[config.mk]
export PLATFORM = sky130hd
export DESIGN_NAME = utf8_stream_decoder_top_flat
export DESIGN_NICKNAME = d
export VERILOG_FILES = /design/src/design/u8sd_pkg.sv /design/src/design/u8sd_if.sv /design/src/design/utf8_stream_decoder_top.sv /design/src/design/u8sd_front.sv /design/src/design/u8sd_back.sv /design/src/flat_wrapper.sv
export SDC_FILE = /design/constraint.sdc
export NUM_CORES = 1
export LEC_CHECK = 0
export BUFFER_PORTS_ARGS = -buffer_cell sky130_fd_sc_hd__buf_4
export CAP_MARGIN = 20
export CORE_ASPECT_RATIO = 1.1
export CORE_MARGIN = 2
export CORE_UTILIZATION = 45
export DETAILED_ROUTE_END_ITERATION = 12
export GPL_TIMING_DRIVEN = 0
export PLACE_DENSITY_LB_ADDON = 0.08
export SYNTH_ARGS = -nofsm -noshare
export SYNTH_HDL_FRONTEND = slang
export SYNTH_SLANG_ARGS = --single-unit
[constraint.sdc]
create_clock -name clk -period 9 [get_ports clk]
set_input_delay 0.45 -clock clk [delete_from_list [all_inputs] [get_ports clk]]
set_output_delay 0.45 -clock clk [all_outputs]
set_load 0.03 [all_outputs]
[src/design/u8sd_pkg.sv]
// Types, constants and byte classification for the UTF-8 stream decoder.
package u8sd_pkg;

  localparam int unsigned CpW = 21;

  localparam logic [CpW-1:0] REPL_CP    = 21'h00FFFD;
  localparam logic [CpW-1:0] MAX_CP     = 21'h10FFFF;
  localparam logic [CpW-1:0] SURR_LO    = 21'h00D800;
  localparam logic [CpW-1:0] SURR_HI    = 21'h00DFFF;
  localparam logic [CpW-1:0] MIN_CP_L2  = 21'h000080;
  localparam logic [CpW-1:0] MIN_CP_L3  = 21'h000800;
  localparam logic [CpW-1:0] MIN_CP_L4  = 21'h010000;

  // Byte class as seen at the head of a window.
  typedef enum logic [2:0] {
    CLS_ASCII,
    CLS_LEAD2,
    CLS_LEAD3,
    CLS_LEAD4,
    CLS_CONT,
    CLS_BAD
  } byte_cls_t;

  // One buffered byte together with its class.
  typedef struct packed {
    logic [7:0] data;
    byte_cls_t  cls;
  } pend_t;

  // One request as it sits in the queue between front and back.
  typedef struct packed {
    pend_t ent;
    logic  last;
  } q_item_t;

  // Classify a raw byte by its high bits.
  function automatic byte_cls_t classify(input logic [7:0] b);
    byte_cls_t c;
    if ((b & 8'h80) == 8'h00) c = CLS_ASCII;
    else if ((b & 8'hC0) == 8'h80) c = CLS_CONT;
    else if ((b & 8'hE0) == 8'hC0) c = CLS_LEAD2;
    else if ((b & 8'hF0) == 8'hE0) c = CLS_LEAD3;
    else if ((b & 8'hF8) == 8'hF0) c = CLS_LEAD4;
    else c = CLS_BAD;
    return c;
  endfunction

  // Window length that a head byte of this class asks for.
  function automatic logic [2:0] cls_len(input byte_cls_t c);
    logic [2:0] n;
    unique case (c)
      CLS_LEAD2: n = 3'd2;
      CLS_LEAD3: n = 3'd3;
      CLS_LEAD4: n = 3'd4;
      default:   n = 3'd1;
    endcase
    return n;
  endfunction

  function automatic logic is_lead(input byte_cls_t c);
    return (c == CLS_LEAD2) || (c == CLS_LEAD3) || (c == CLS_LEAD4);
  endfunction

endpackage

[src/design/u8sd_if.sv]
// Valid/ready channel interfaces for the input bytes and the decoded code points.
interface u8sd_in_if;
  logic       valid;
  logic       ready;
  logic [7:0] text_byte;
  logic       is_last;

  modport source(output valid, output text_byte, output is_last, input ready);
  modport sink(input valid, input text_byte, input is_last, output ready);
endinterface

interface u8sd_out_if;
  logic        valid;
  logic        ready;
  logic [20:0] code_point;
  logic        replaced;
  logic        run_end;
  logic        text_done;

  modport source(output valid, output code_point, output replaced, output run_end,
                 output text_done, input ready);
  modport sink(input valid, input code_point, input replaced, input run_end,
               input text_done, output ready);
endinterface

[src/design/utf8_stream_decoder_top.sv]
// UTF-8 stream decoder: bytes with an end-of-text flag in, Unicode code points out.
//
// in_bus carries one request per byte (text_byte, is_last); out_bus carries one
// request per decoded code point (code_point, replaced, run_end, text_done).
// Both are valid/ready channels; a request moves when valid and ready are high.
// A byte may cause zero to four results. run_end marks the last result of a
// byte and text_done the last result of the whole text; the window is cleared
// after a byte with is_last set, so the next byte starts a new text.
// The decode stage makes a byte's first result from the queue output and
// registers it; a busy back end or a stalled out_bus holds the byte queued.
// Throughput: one byte per cycle while each byte gives at most one result and
// out_bus is not stalled; a byte that gives several results holds the decode
// stage until its last one, one per cycle from the four-byte window if unstalled.
// A two-entry queue separates byte intake from decoding.
// Reset empties the queue, the window and the output register.
// When the receiver holds out_bus.ready low, the result waits in the output
// register, decoding pauses, the queue fills and then in_bus.ready drops.
module utf8_stream_decoder_top (
  input  logic       clk,
  input  logic       rst_n,
  u8sd_in_if.sink    in_bus,
  u8sd_out_if.source out_bus
);

  logic              q_valid;
  logic              q_ready;
  u8sd_pkg::q_item_t q_item;

  u8sd_front u_front (
    .clk     (clk),
    .rst_n   (rst_n),
    .in_bus  (in_bus),
    .q_valid (q_valid),
    .q_item  (q_item),
    .q_ready (q_ready)
  );

  u8sd_back u_back (
    .clk     (clk),
    .rst_n   (rst_n),
    .q_valid (q_valid),
    .q_item  (q_item),
    .q_ready (q_ready),
    .out_bus (out_bus)
  );

endmodule

[src/design/u8sd_front.sv]
// Front end: accepts byte requests, classifies them and queues them for the back end.
module u8sd_front (
  input  logic              clk,
  input  logic              rst_n,
  u8sd_in_if.sink           in_bus,
  output logic              q_valid,
  output u8sd_pkg::q_item_t q_item,
  input  logic              q_ready
);

  u8sd_pkg::q_item_t mem_r [2];
  logic       wr_r, wr_nxt;
  logic       rd_r, rd_nxt;
  logic [1:0] cnt_r, cnt_nxt;
  logic       push, pop;
  u8sd_pkg::q_item_t new_item;

  // Classify the incoming byte on the way into the queue.
  always_comb begin
    new_item.ent.data = in_bus.text_byte;
    new_item.ent.cls  = u8sd_pkg::classify(in_bus.text_byte);
    new_item.last     = in_bus.is_last;
  end

  assign in_bus.ready = (cnt_r != 2'd2);
  assign push         = in_bus.valid && in_bus.ready;
  assign q_valid      = (cnt_r != 2'd0);
  assign pop          = q_valid && q_ready;
  assign q_item       = mem_r[rd_r];

  // Pointer and fill count update.
  always_comb begin
    wr_nxt  = push ? ~wr_r : wr_r;
    rd_nxt  = pop ? ~rd_r : rd_r;
    cnt_nxt = cnt_r + 2'(push) - 2'(pop);
  end

  always_ff @(posedge clk) begin
    if (!rst_n) begin
      wr_r  <= 1'b0;
      rd_r  <= 1'b0;
      cnt_r <= 2'd0;
    end else begin
      wr_r  <= wr_nxt;
      rd_r  <= rd_nxt;
      cnt_r <= cnt_nxt;
    end
  end

  // Queue storage.
  always_ff @(posedge clk) begin
    if (push) begin
      mem_r[wr_r] <= new_item;
    end
  end

endmodule

[src/design/u8sd_back.sv]
// Back end: byte window and output register; decodes one result per cycle while not stalled.
module u8sd_back (
  input  logic              clk,
  input  logic              rst_n,
  input  logic              q_valid,
  input  u8sd_pkg::q_item_t q_item,
  output logic              q_ready,
  u8sd_out_if.source        out_bus
);

  // Window state: up to four buffered bytes, oldest first.
  u8sd_pkg::pend_t buf_r [4];
  logic [2:0]      cnt_r;
  logic            last_r;
  logic            busy_r;

  // Output register.
  logic                         out_valid_r;
  logic [u8sd_pkg::CpW-1:0]     cp_r;
  logic                         repl_r;
  logic                         run_end_r;
  logic                         done_r;

  u8sd_pkg::pend_t          w   [4];
  u8sd_pkg::pend_t          rem [4];
  logic [2:0]               wcnt;
  logic                     wlast;
  logic                     active;
  u8sd_pkg::pend_t          head;
  u8sd_pkg::pend_t          nh;
  logic [2:0]               hlen;
  logic [2:0]               nh_len;
  logic [1:0]               bad;
  logic [u8sd_pkg::CpW-1:0] cp_asm;
  logic                     invalid;
  logic                     wait_step;
  logic [2:0]               drop;
  logic [2:0]               cnt_nxt;
  logic [u8sd_pkg::CpW-1:0] res_cp;
  logic                     res_repl;
  logic                     more;
  logic                     out_free;
  logic                     fire;

  // Effective window: when idle, the queued byte is appended behind the buffer.
  always_comb begin
    for (int i = 0; i < 4; i++) begin
      w[i] = buf_r[i];
      if (!busy_r && (cnt_r == 3'(i))) begin
        w[i] = q_item.ent;
      end
    end
    wcnt   = busy_r ? cnt_r : cnt_r + 3'd1;
    wlast  = busy_r ? last_r : q_item.last;
    active = busy_r || q_valid;
  end

  // Assemble the scalar value and find the first bad continuation byte.
  always_comb begin
    head = w[0];
    hlen = u8sd_pkg::cls_len(head.cls);
    unique case (head.cls)
      u8sd_pkg::CLS_LEAD2: cp_asm = {10'd0, head.data[4:0], w[1].data[5:0]};
      u8sd_pkg::CLS_LEAD3: cp_asm = {5'd0, head.data[3:0], w[1].data[5:0],
                                     w[2].data[5:0]};
      u8sd_pkg::CLS_LEAD4: cp_asm = {head.data[2:0], w[1].data[5:0],
                                     w[2].data[5:0], w[3].data[5:0]};
      default:             cp_asm = {13'd0, head.data};
    endcase
    bad = 2'd0;
    for (int i = 3; i >= 1; i--) begin
      if ((3'(i) < hlen) && (w[i].cls != u8sd_pkg::CLS_CONT)) begin
        bad = 2'(i);
      end
    end
    invalid = ((head.cls == u8sd_pkg::CLS_LEAD2) && (cp_asm < u8sd_pkg::MIN_CP_L2)) ||
              ((head.cls == u8sd_pkg::CLS_LEAD3) && (cp_asm < u8sd_pkg::MIN_CP_L3)) ||
              ((head.cls == u8sd_pkg::CLS_LEAD4) && (cp_asm < u8sd_pkg::MIN_CP_L4)) ||
              (cp_asm > u8sd_pkg::MAX_CP) ||
              ((cp_asm >= u8sd_pkg::SURR_LO) && (cp_asm <= u8sd_pkg::SURR_HI));
  end

  // Pick the outcome for the head of the window.
  always_comb begin
    wait_step = 1'b0;
    drop      = 3'd1;
    res_cp    = u8sd_pkg::REPL_CP;
    res_repl  = 1'b1;
    priority if (head.cls == u8sd_pkg::CLS_ASCII) begin
      res_cp   = {13'd0, head.data};
      res_repl = 1'b0;
    end else if (!u8sd_pkg::is_lead(head.cls)) begin
      drop = 3'd1;
    end else if (wcnt < hlen) begin
      // Window not yet complete: end of text flushes it, otherwise wait.
      if (wlast) begin
        drop = wcnt;
      end else begin
        wait_step = 1'b1;
        drop      = 3'd0;
      end
    end else if (bad != 2'd0) begin
      drop = {1'b0, bad};
    end else begin
      drop = hlen;
      if (!invalid) begin
        res_cp   = cp_asm;
        res_repl = 1'b0;
      end
    end
  end

  // Shift out consumed bytes and look ahead for another result in this request.
  always_comb begin
    cnt_nxt = wcnt - drop;
    for (int i = 0; i < 4; i++) begin
      rem[i] = w[2'(i) + drop[1:0]];
    end
    nh     = w[drop[1:0]];
    nh_len = u8sd_pkg::cls_len(nh.cls);
    more   = (cnt_nxt != 3'd0) &&
             !(u8sd_pkg::is_lead(nh.cls) && (cnt_nxt < nh_len) && !wlast);
  end

  assign out_free = !out_valid_r || out_bus.ready;
  assign fire     = active && (wait_step || out_free);
  assign q_ready  = fire && !busy_r;

  // Control state.
  always_ff @(posedge clk) begin
    if (!rst_n) begin
      busy_r      <= 1'b0;
      cnt_r       <= 3'd0;
      last_r      <= 1'b0;
      out_valid_r <= 1'b0;
    end else begin
      if (fire) begin
        cnt_r  <= cnt_nxt;
        busy_r <= !wait_step && more;
        last_r <= wlast;
      end
      if (fire && !wait_step) begin
        out_valid_r <= 1'b1;
      end else if (out_bus.ready) begin
        out_valid_r <= 1'b0;
      end
    end
  end

  // Window bytes and result payload.
  always_ff @(posedge clk) begin
    if (fire) begin
      for (int i = 0; i < 4; i++) begin
        buf_r[i] <= rem[i];
      end
    end
    if (fire && !wait_step) begin
      cp_r      <= res_cp;
      repl_r    <= res_repl;
      run_end_r <= !more;
      done_r    <= !more && wlast;
    end
  end

  assign out_bus.valid      = out_valid_r;
  assign out_bus.code_point = cp_r;
  assign out_bus.replaced   = repl_r;
  assign out_bus.run_end    = run_end_r;
  assign out_bus.text_done  = done_r;

endmodule

[src/flat_wrapper.sv]
// flat-port wrapper written by rule: the top's interface ports become plain ports
module utf8_stream_decoder_top_flat 
  (clk, rst_n, in_bus_valid, in_bus_text_byte, in_bus_is_last, in_bus_ready, out_bus_valid, out_bus_code_point, out_bus_replaced, out_bus_run_end, out_bus_text_done, out_bus_ready);
  u8sd_in_if in_bus_i ();
  u8sd_out_if out_bus_i ();
  input  logic clk;
  input  logic rst_n;
  input wire logic [$bits(in_bus_i.valid)-1:0] in_bus_valid;
  input wire logic [$bits(in_bus_i.text_byte)-1:0] in_bus_text_byte;
  input wire logic [$bits(in_bus_i.is_last)-1:0] in_bus_is_last;
  output wire logic [$bits(in_bus_i.ready)-1:0] in_bus_ready;
  output wire logic [$bits(out_bus_i.valid)-1:0] out_bus_valid;
  output wire logic [$bits(out_bus_i.code_point)-1:0] out_bus_code_point;
  output wire logic [$bits(out_bus_i.replaced)-1:0] out_bus_replaced;
  output wire logic [$bits(out_bus_i.run_end)-1:0] out_bus_run_end;
  output wire logic [$bits(out_bus_i.text_done)-1:0] out_bus_text_done;
  input wire logic [$bits(out_bus_i.ready)-1:0] out_bus_ready;
  assign in_bus_i.valid = in_bus_valid;
  assign in_bus_i.text_byte = in_bus_text_byte;
  assign in_bus_i.is_last = in_bus_is_last;
  assign in_bus_ready = in_bus_i.ready;
  assign out_bus_valid = out_bus_i.valid;
  assign out_bus_code_point = out_bus_i.code_point;
  assign out_bus_replaced = out_bus_i.replaced;
  assign out_bus_run_end = out_bus_i.run_end;
  assign out_bus_text_done = out_bus_i.text_done;
  assign out_bus_i.ready = out_bus_ready;
  utf8_stream_decoder_top u_core (.clk(clk), .rst_n(rst_n), .in_bus(in_bus_i), .out_bus(out_bus_i));
endmodule
# Yosys cells after proc, flatten, opt, wreduce, memory -nomap -nowiden
# Memory sizes are Yosys's and may differ from the RTL's. A register that Yosys moved wholly into a read port is not among the register bits.
# Cells that the tools add are included.
# word_totals
out_inout_bits	26
input_bits	13
ramBits	68
latch_bits	0
memories	2
ff_bits	34
word_cells	162
mem_bits_ro	0
# classes
n_reduce_logical	46
n_shift	0
n_addsub	7
n_bitwise	7
n_eq_ne	17
n_mux	55
n_div	0
n_lt_le_gt_ge	15
multipliers	0
# memory_table
memory	words	word_bits	rd	rd_clocked_by_memory_dff	wr	line	text
u_core.u_back.buf_r	4	11	4	0	4	u8sd_back.sv:12	u8sd_pkg::pend_t buf_r [4];
u_core.u_front.mem_r	2	12	1	1	1	u8sd_front.sv:11	u8sd_pkg::q_item_t mem_r [2];
# ops
cell	n
$mux 11	12
$bmux 11 s2	4
$mux 16	4
$pmux 21 s3	1
$mux 3	11
$ge 21x16->1 const B	1
$gt 21x21->1 const B	1
$le 21x16->1 const B	1
$logic_and 1x1->1	21
$lt 21x12->1 const B	1
$lt 21x17->1 const B	1
$lt 21x8->1 const B	1
$eq 3x2->1 const B	6
$pmux 3 s3	2
$mux 1	17
$ge 3x3->1 const B	4
$not 2->3	4
$logic_or 1x1->1	11
$eq 3x1->1 const B	3
$ne 3x3->1 const B	3
$logic_not 8->1	1
$mux 8	1
$logic_not 1->1	6
$logic_not 3->1	2
other kinds (19)	28

# Longest topological paths before layout
# depth
ltp_word	28
mapped_depth	28
ltp_nobuf	25

# Cells and area by module
# A second synthesis with hierarchy kept.
# hier_totals
hier_cells	598
hier_area_um2	6447.4
# modules_own_cells
module	n_inst	area_each_um2	seq_area_each_um2	cells_per_inst
u8sd_back	1	5313.8	2162.1	530
u8sd_front	1	1133.6	820.8	68

# Worst setup path before layout
# Ideal clock, no wire load.
# synth_timing
kind	reg-to-reg
start	reg u_core.u_back.cnt_r[0]
end	reg u_core.u_back.cp_r (netlist bit u_core.u_back.out_bus.code_point[0]), enable pin
path_buffers	2
path_stages_with_launch	16
period_less_slack_ns	6.245
t_arrival_ns	5.861
slack_ns	2.755
setup_time_ns	0.384
required_time_ns	8.616
cell_sequence	dfxtp_1 inv_1 ha_1 nor3b_1 buf_2 buf_2 nor3b_1 a31oi_1 ha_1 a21oi_1 o41ai_4 a21oi_4 nand3_1 and2_1 nor2_1 and2_1
# synth_via
elab_chain_cells	12
elab_cells_between_ends	20
classes_between	add/sub (1); order compare (1); eq/ne (3); mux (6); reduce/logical (9)
# synth_rtl
item	line	text
from (decl)	u8sd_back.sv:13	logic [2:0] cnt_r;
from (signal assigned)	u8sd_back.sv:138	cnt_r <= cnt_nxt;
$logic_not 3->1	u8sd_back.sv:49	if (!busy_r && (cnt_r == 3'(i))) begin
$logic_and 1x1->1	u8sd_back.sv:49	
$mux 11	u8sd_back.sv:49	
$eq 3x2->1 or $eq 3x1->1 (tied branches)	u8sd_pkg.sv:51, u8sd_pkg.sv:61	
$pmux 3 s3	u8sd_pkg.sv:51	unique case (c)
$lt 3x3->1	u8sd_back.sv:94	end else if (wcnt < hlen) begin
$mux 1	u8sd_back.sv:94	
$mux 1	u8sd_back.sv:92	end else if (!u8sd_pkg::is_lead(head.cls)) begin
$mux 1 *	u8sd_back.sv:89	priority if (head.cls == u8sd_pkg::CLS_ASCII) begin
$logic_or 1x1->1 *	u8sd_back.sv:126	assign fire = active && (wait_step || out_free);
$logic_and 1x1->1 *	u8sd_back.sv:126	
via u_core.u_back.fire	u8sd_back.sv:43	logic fire;
$logic_and 1x1->1 *	u8sd_back.sv:157	if (fire && !wait_step) begin
to (signal assigned)	u8sd_back.sv:158	cp_r <= res_cp;
to (decl)	u8sd_back.sv:19	logic [u8sd_pkg::CpW-1:0] cp_r;
# The timed path passes the listed nets; every way through them passes the cells marked *.
# A chain may end at the register's enable or synchronous reset.

# Final worst setup path
# layout_timing
start	reg u_core.u_back.cnt_r[0]
end	reg u_core.u_back.busy_r
# layout_via
elab_cells_between_ends	64
classes_between	add/sub (2); order compare (5); eq/ne (12); mux (21); bitwise (1); reduce/logical (23)
# layout_rtl
item	line	text
$logic_not 3->1	u8sd_back.sv:49	
$logic_and 1x1->1	u8sd_back.sv:49	
$mux 11	u8sd_back.sv:49	
$eq 3x2->1 or $eq 3x1->1 (tied branches)	u8sd_pkg.sv:51, u8sd_pkg.sv:61	
$pmux 3 s3	u8sd_pkg.sv:51	
$lt 2x3->1	u8sd_back.sv:72	if ((3'(i) < hlen) && (w[i].cls != u8sd_pkg::CLS_CONT)) begin
$logic_and 1x1->1	u8sd_back.sv:72	
$mux 2 (3 in a row)	u8sd_back.sv:72	
(+4 left out)	-	
$mux 3	u8sd_back.sv:89	
$sub 3x3->3 *	u8sd_back.sv:115	cnt_nxt = wcnt - drop;
via u_core.u_back.cnt_nxt[1]	u8sd_back.sv:38	logic [2:0] cnt_nxt;
$lt 3x3->1	u8sd_back.sv:122	!(u8sd_pkg::is_lead(nh.cls) && (cnt_nxt < nh_len) && !wlast);
$logic_and 1x1->1 (2 in a row)	u8sd_back.sv:122	
$logic_not 1->1	u8sd_back.sv:122	
$logic_and 1x1->1 *	u8sd_back.sv:121	more = (cnt_nxt != 3'd0) &&
$logic_and 1x1->1 *	u8sd_back.sv:139	busy_r <= !wait_step && more;
to (signal assigned)	u8sd_back.sv:139	
to (decl)	u8sd_back.sv:15	logic busy_r;
# The timed path passes the listed nets; every way through them passes the cells marked *. The select of a mux whose other input is x is not followed.

==> flow_metrics.tcl <==
set metrics [dict create \
    drive_gt1_share_pct 17.1 \
    clk_pin_slew_ns 0.07 \
    syn_area_per_cell_um2 10.6 \
    yosysSeqAreaShare_pct 45.7 \
    synth_nets 642 \
    yosysWarnings 0 \
    rrSetupSlack_ns 2.01 \
    synth_compound_area_share_pct 15.3 \
    worst_clock_skew_ns 0.00930 \
    die_y_um 130 \
    netlist_instances 616 \
    cts_tree "done" \
    synth_top_area_share_pct 42.3 \
    synth_edf_count 92 \
    io_pins 39 \
    grt_usage_pct 23.9 \
    fmax_mhz 143 \
    cts.path.max_buffers 2 \
    post-route-period-util_pct 77.7 \
    synth-xor-area-share_pct 0.805 \
    multi_input_area_um2 3330 \
    slew_violations 0 \
    worstPathMaxFanout 10 \
    n_fill_cell 1287 \
    ys_types 66 \
    crit_slowest_cell "mux2i_1" \
    required_ns 9.25 \
    drt-pass1-iter-count 5 \
    critPathArrivalTime_ns 7.24 \
    drv_cap 0 \
    synthFlopType "edfxtp_1" \
    rsz0062_at_grt "false" \
    initial_core_util_pct 45.6 \
    min_period_ns 6.99 \
    run_status "finished, final reports clean" \
    insertedDiodeCount 0 \
    root_buffer "clkbuf_16" \
    min_path_type "in -> reg" \
    dieArea_um2 15500 \
    grt_pass1_vias 4868 \
    htree_levels 3 \
    clkLatencyLatePin_ns 0.35 \
    syn_area_um2 6530 \
    routedWlPerCell_um 21.0 \
    num_rows 46 \
    clock_sinks 103 \
    synth_top_family_by_area "multiplexers" \
    place_inst 847 \
    drt_iter0_drc 464 \
    start_kind "flop" \
    finalHoldViolCount 0 \
    placed_area_um2 7080 \
    core_area_um2 14300 \
    finalSetupViolations 0 \
    whs_endpoint "u_core.u_front.mem_r[0][4]" \
    reg2reg_to "u_core.u_back.busy_r" \
    ys_ff_latch 103 \
    synthAdderAreaFrac_pct 2.61 \
    slowest_delay_ns 0.59 \
    drcViolationCount 0 \
    io_buffers 38 \
    synthMuxAreaShare_pct 19.5 \
    reg2reg_depth 28 \
    cts_buffers 9 \
    gp_congestion 0.949 \
    detailed_place_hpwl_um 13300 \
    slew_headroom_pct 30.7 \
    post-cts-setup-buffer-count 0 \
    cpMostUsedCell "ha_1" \
    fp.dieW_um 119 \
    grt_max_degree 28 \
    cts-resized-gates 0 \
    path_class "reg -> reg" \
    yosys-top-cells-area "edfxtp_1 (42%), mux2i_1 (13%), mux2_2 (5.7%), nor2_1 (4.1%), a21oi_1 (3.5%)" \
    routed_wl_um 18100 \
    syn2layout_area_growth_pct 13.4 \
    seqCellArea_um2 2980 \
    cp-end-kind "flop" \
    yosysTopAreaCell "edfxtp_1" \
    yosys.area_share.simple_pct 12.7 \
    worst_pin_slew_ns 1.04 \
    grt-ovfl-total 0 \
    num_vias 5099 \
    finalSetupTns_ns 0 \
    antenna_left 0 \
    holdPathStages 1 \
    timing.rr.start "u_core.u_back.cnt_r[0]" \
    post_drt_via_cell_ratio 5.91 \
    antenna_found_initial 0 \
    design_area_um2 7400 \
    grt_pass1_wl_um 27800 \
    stdcell_count 863 \
    async_flop_share_pct 0 \
    min_from "in_bus_text_byte[0]" \
    hold_buffers 0 \
    nets 694 \
]
==> cells in the final DEF, fill, tap and decap left out, types with 12 or more instances in the layout <==
master    Yosys  layout
a21oi_1      46      46
mux2_2       33      33
nor2_1       71      70
mux2i_1      85      85
o21ai_0      37      37
inv_1        15      15
ha_1         12      12
buf_4         4      43
nor3_1       13      13
clkbuf_1     13      13
nand2_1      37      37
edfxtp_1     92      92
==> cell usage after synthesis (4+ instances only) <==
library cell  instances
nand2_1              37
xor2_1                4
a21o_1                6
a21boi_0              4
mux2_2               33
ha_1                 12
mux2i_1              85
edfxtp_1             92
nand2b_1              8
nor3b_1               5
buf_2                 8
nor2b_1               5
inv_1                15
a22oi_1              11
a31oi_1               7
nand3_1               8
buf_4                 4
a21oi_1              46
or3_1                 4
clkbuf_1             13
nor3_1               13
o22ai_1               4
and2_1                8
nor2_1               71
dfxtp_1              11
o21ai_0              37
buf_1                 4
o211ai_1              5
==> how the worst max path moves through the flow <==
stage | startpoint | endpoint | slack (ns) | cells past startpoint
final | u_core.u_back.cnt_r[0] | u_core.u_back.busy_r | 2.01 | 28
after global routing | u_core.u_back.cnt_r[0] | u_core.u_back.busy_r | 1.59 | 28
after CTS | u_core.u_back.cnt_r[0] | u_core.u_back.busy_r | 2.03 | 28
after detailed placement | u_core.u_back.cnt_r[0] | u_core.u_back.busy_r | 2.09 | 28
after global placement | u_core.u_back.cnt_r[0] | u_core.u_back.out_bus.code_point[5] | 0.28 | 16
after floorplan | u_core.u_back.cnt_r[0] | u_core.u_back.out_bus.code_point[0] | 2.75 | 15
==> layer usage <==
layer	vias up	GRT usage (%)	routed length (µm)
li1	2422	-	-
met1	2396	31.5	7760
met2	238	39.0	8360
met3	43	4.55	1390
met4	0	9.73	597
met5	-	0	0
==> worst max-delay path: cells and delay by family (launching register included) <==
| kind | cells | cell delay, ns |
|---|---|---|
| AND/OR/NAND/NOR | 5 | 0.84 |
| flip-flops | 1 | 0.39 |
| AO/OA/AOI/OAI | 9 | 2.10 |
| buffers and inverters | 8 | 1.55 |
| adder cells (fa/ha/maj) | 5 | 1.41 |
| multiplexers | 1 | 0.59 |
==> registers in the layout, summed over array words and instances, names as in the netlist, named ones only <==
name / count
u_core.u_back.out_bus.text_done: 1
u_core.u_front.wr_r: 1
u_core.u_back.out_bus.run_end: 1
u_core.u_front.mem_r: 24
u_core.u_front.cnt_r: 2
u_core.u_back.out_bus.replaced: 1
u_core.u_back.busy_r: 1
u_core.u_back.out_bus.valid: 1
u_core.u_back.cnt_r: 3
u_core.u_back.out_bus.code_point: 21
u_core.u_back.buf_r: 44
u_core.u_front.rd_r: 1
u_core.u_back.last_r: 1
==> per-stage QoR <==
stage | hold slack (ns) | util [%] | setup WS (ns)
finish | 0.279 | 51.7 | 2.01
global route | 0.263 | 51.7 | 1.59
CTS | 0.267 | 51.4 | 2.03
detailed placement | 0.489 | 49.4 | 2.09
global placement | 0.478 | 49.2 | 0.277
floorplan | 0.457 | - | 2.75
==> cell families (layout without fill, tap and decap cells) <==
group | after synthesis | count (layout)
mux | 122 | 122
xor+xnor | 6 | 6
fa+ha+maj | 13 | 13
flops | 103 | 103
simple gates | 174 | 174
buf+inv | 48 | 103
compound gates | 150 | 150
==> final cells by class <==
class	instances	area share, %
sequential	103	40.3
timing repair buffer	41	4.60
tap	192	3.24
multi-input combinational	465	45.0
buffer	31	2.16
clock buffer	9	3.04
inverter	17	0.896
clock inverter	5	0.811
Power is not shown: default switching activity piles up to over one toggle a cycle in this logic, so the estimate is an artifact.
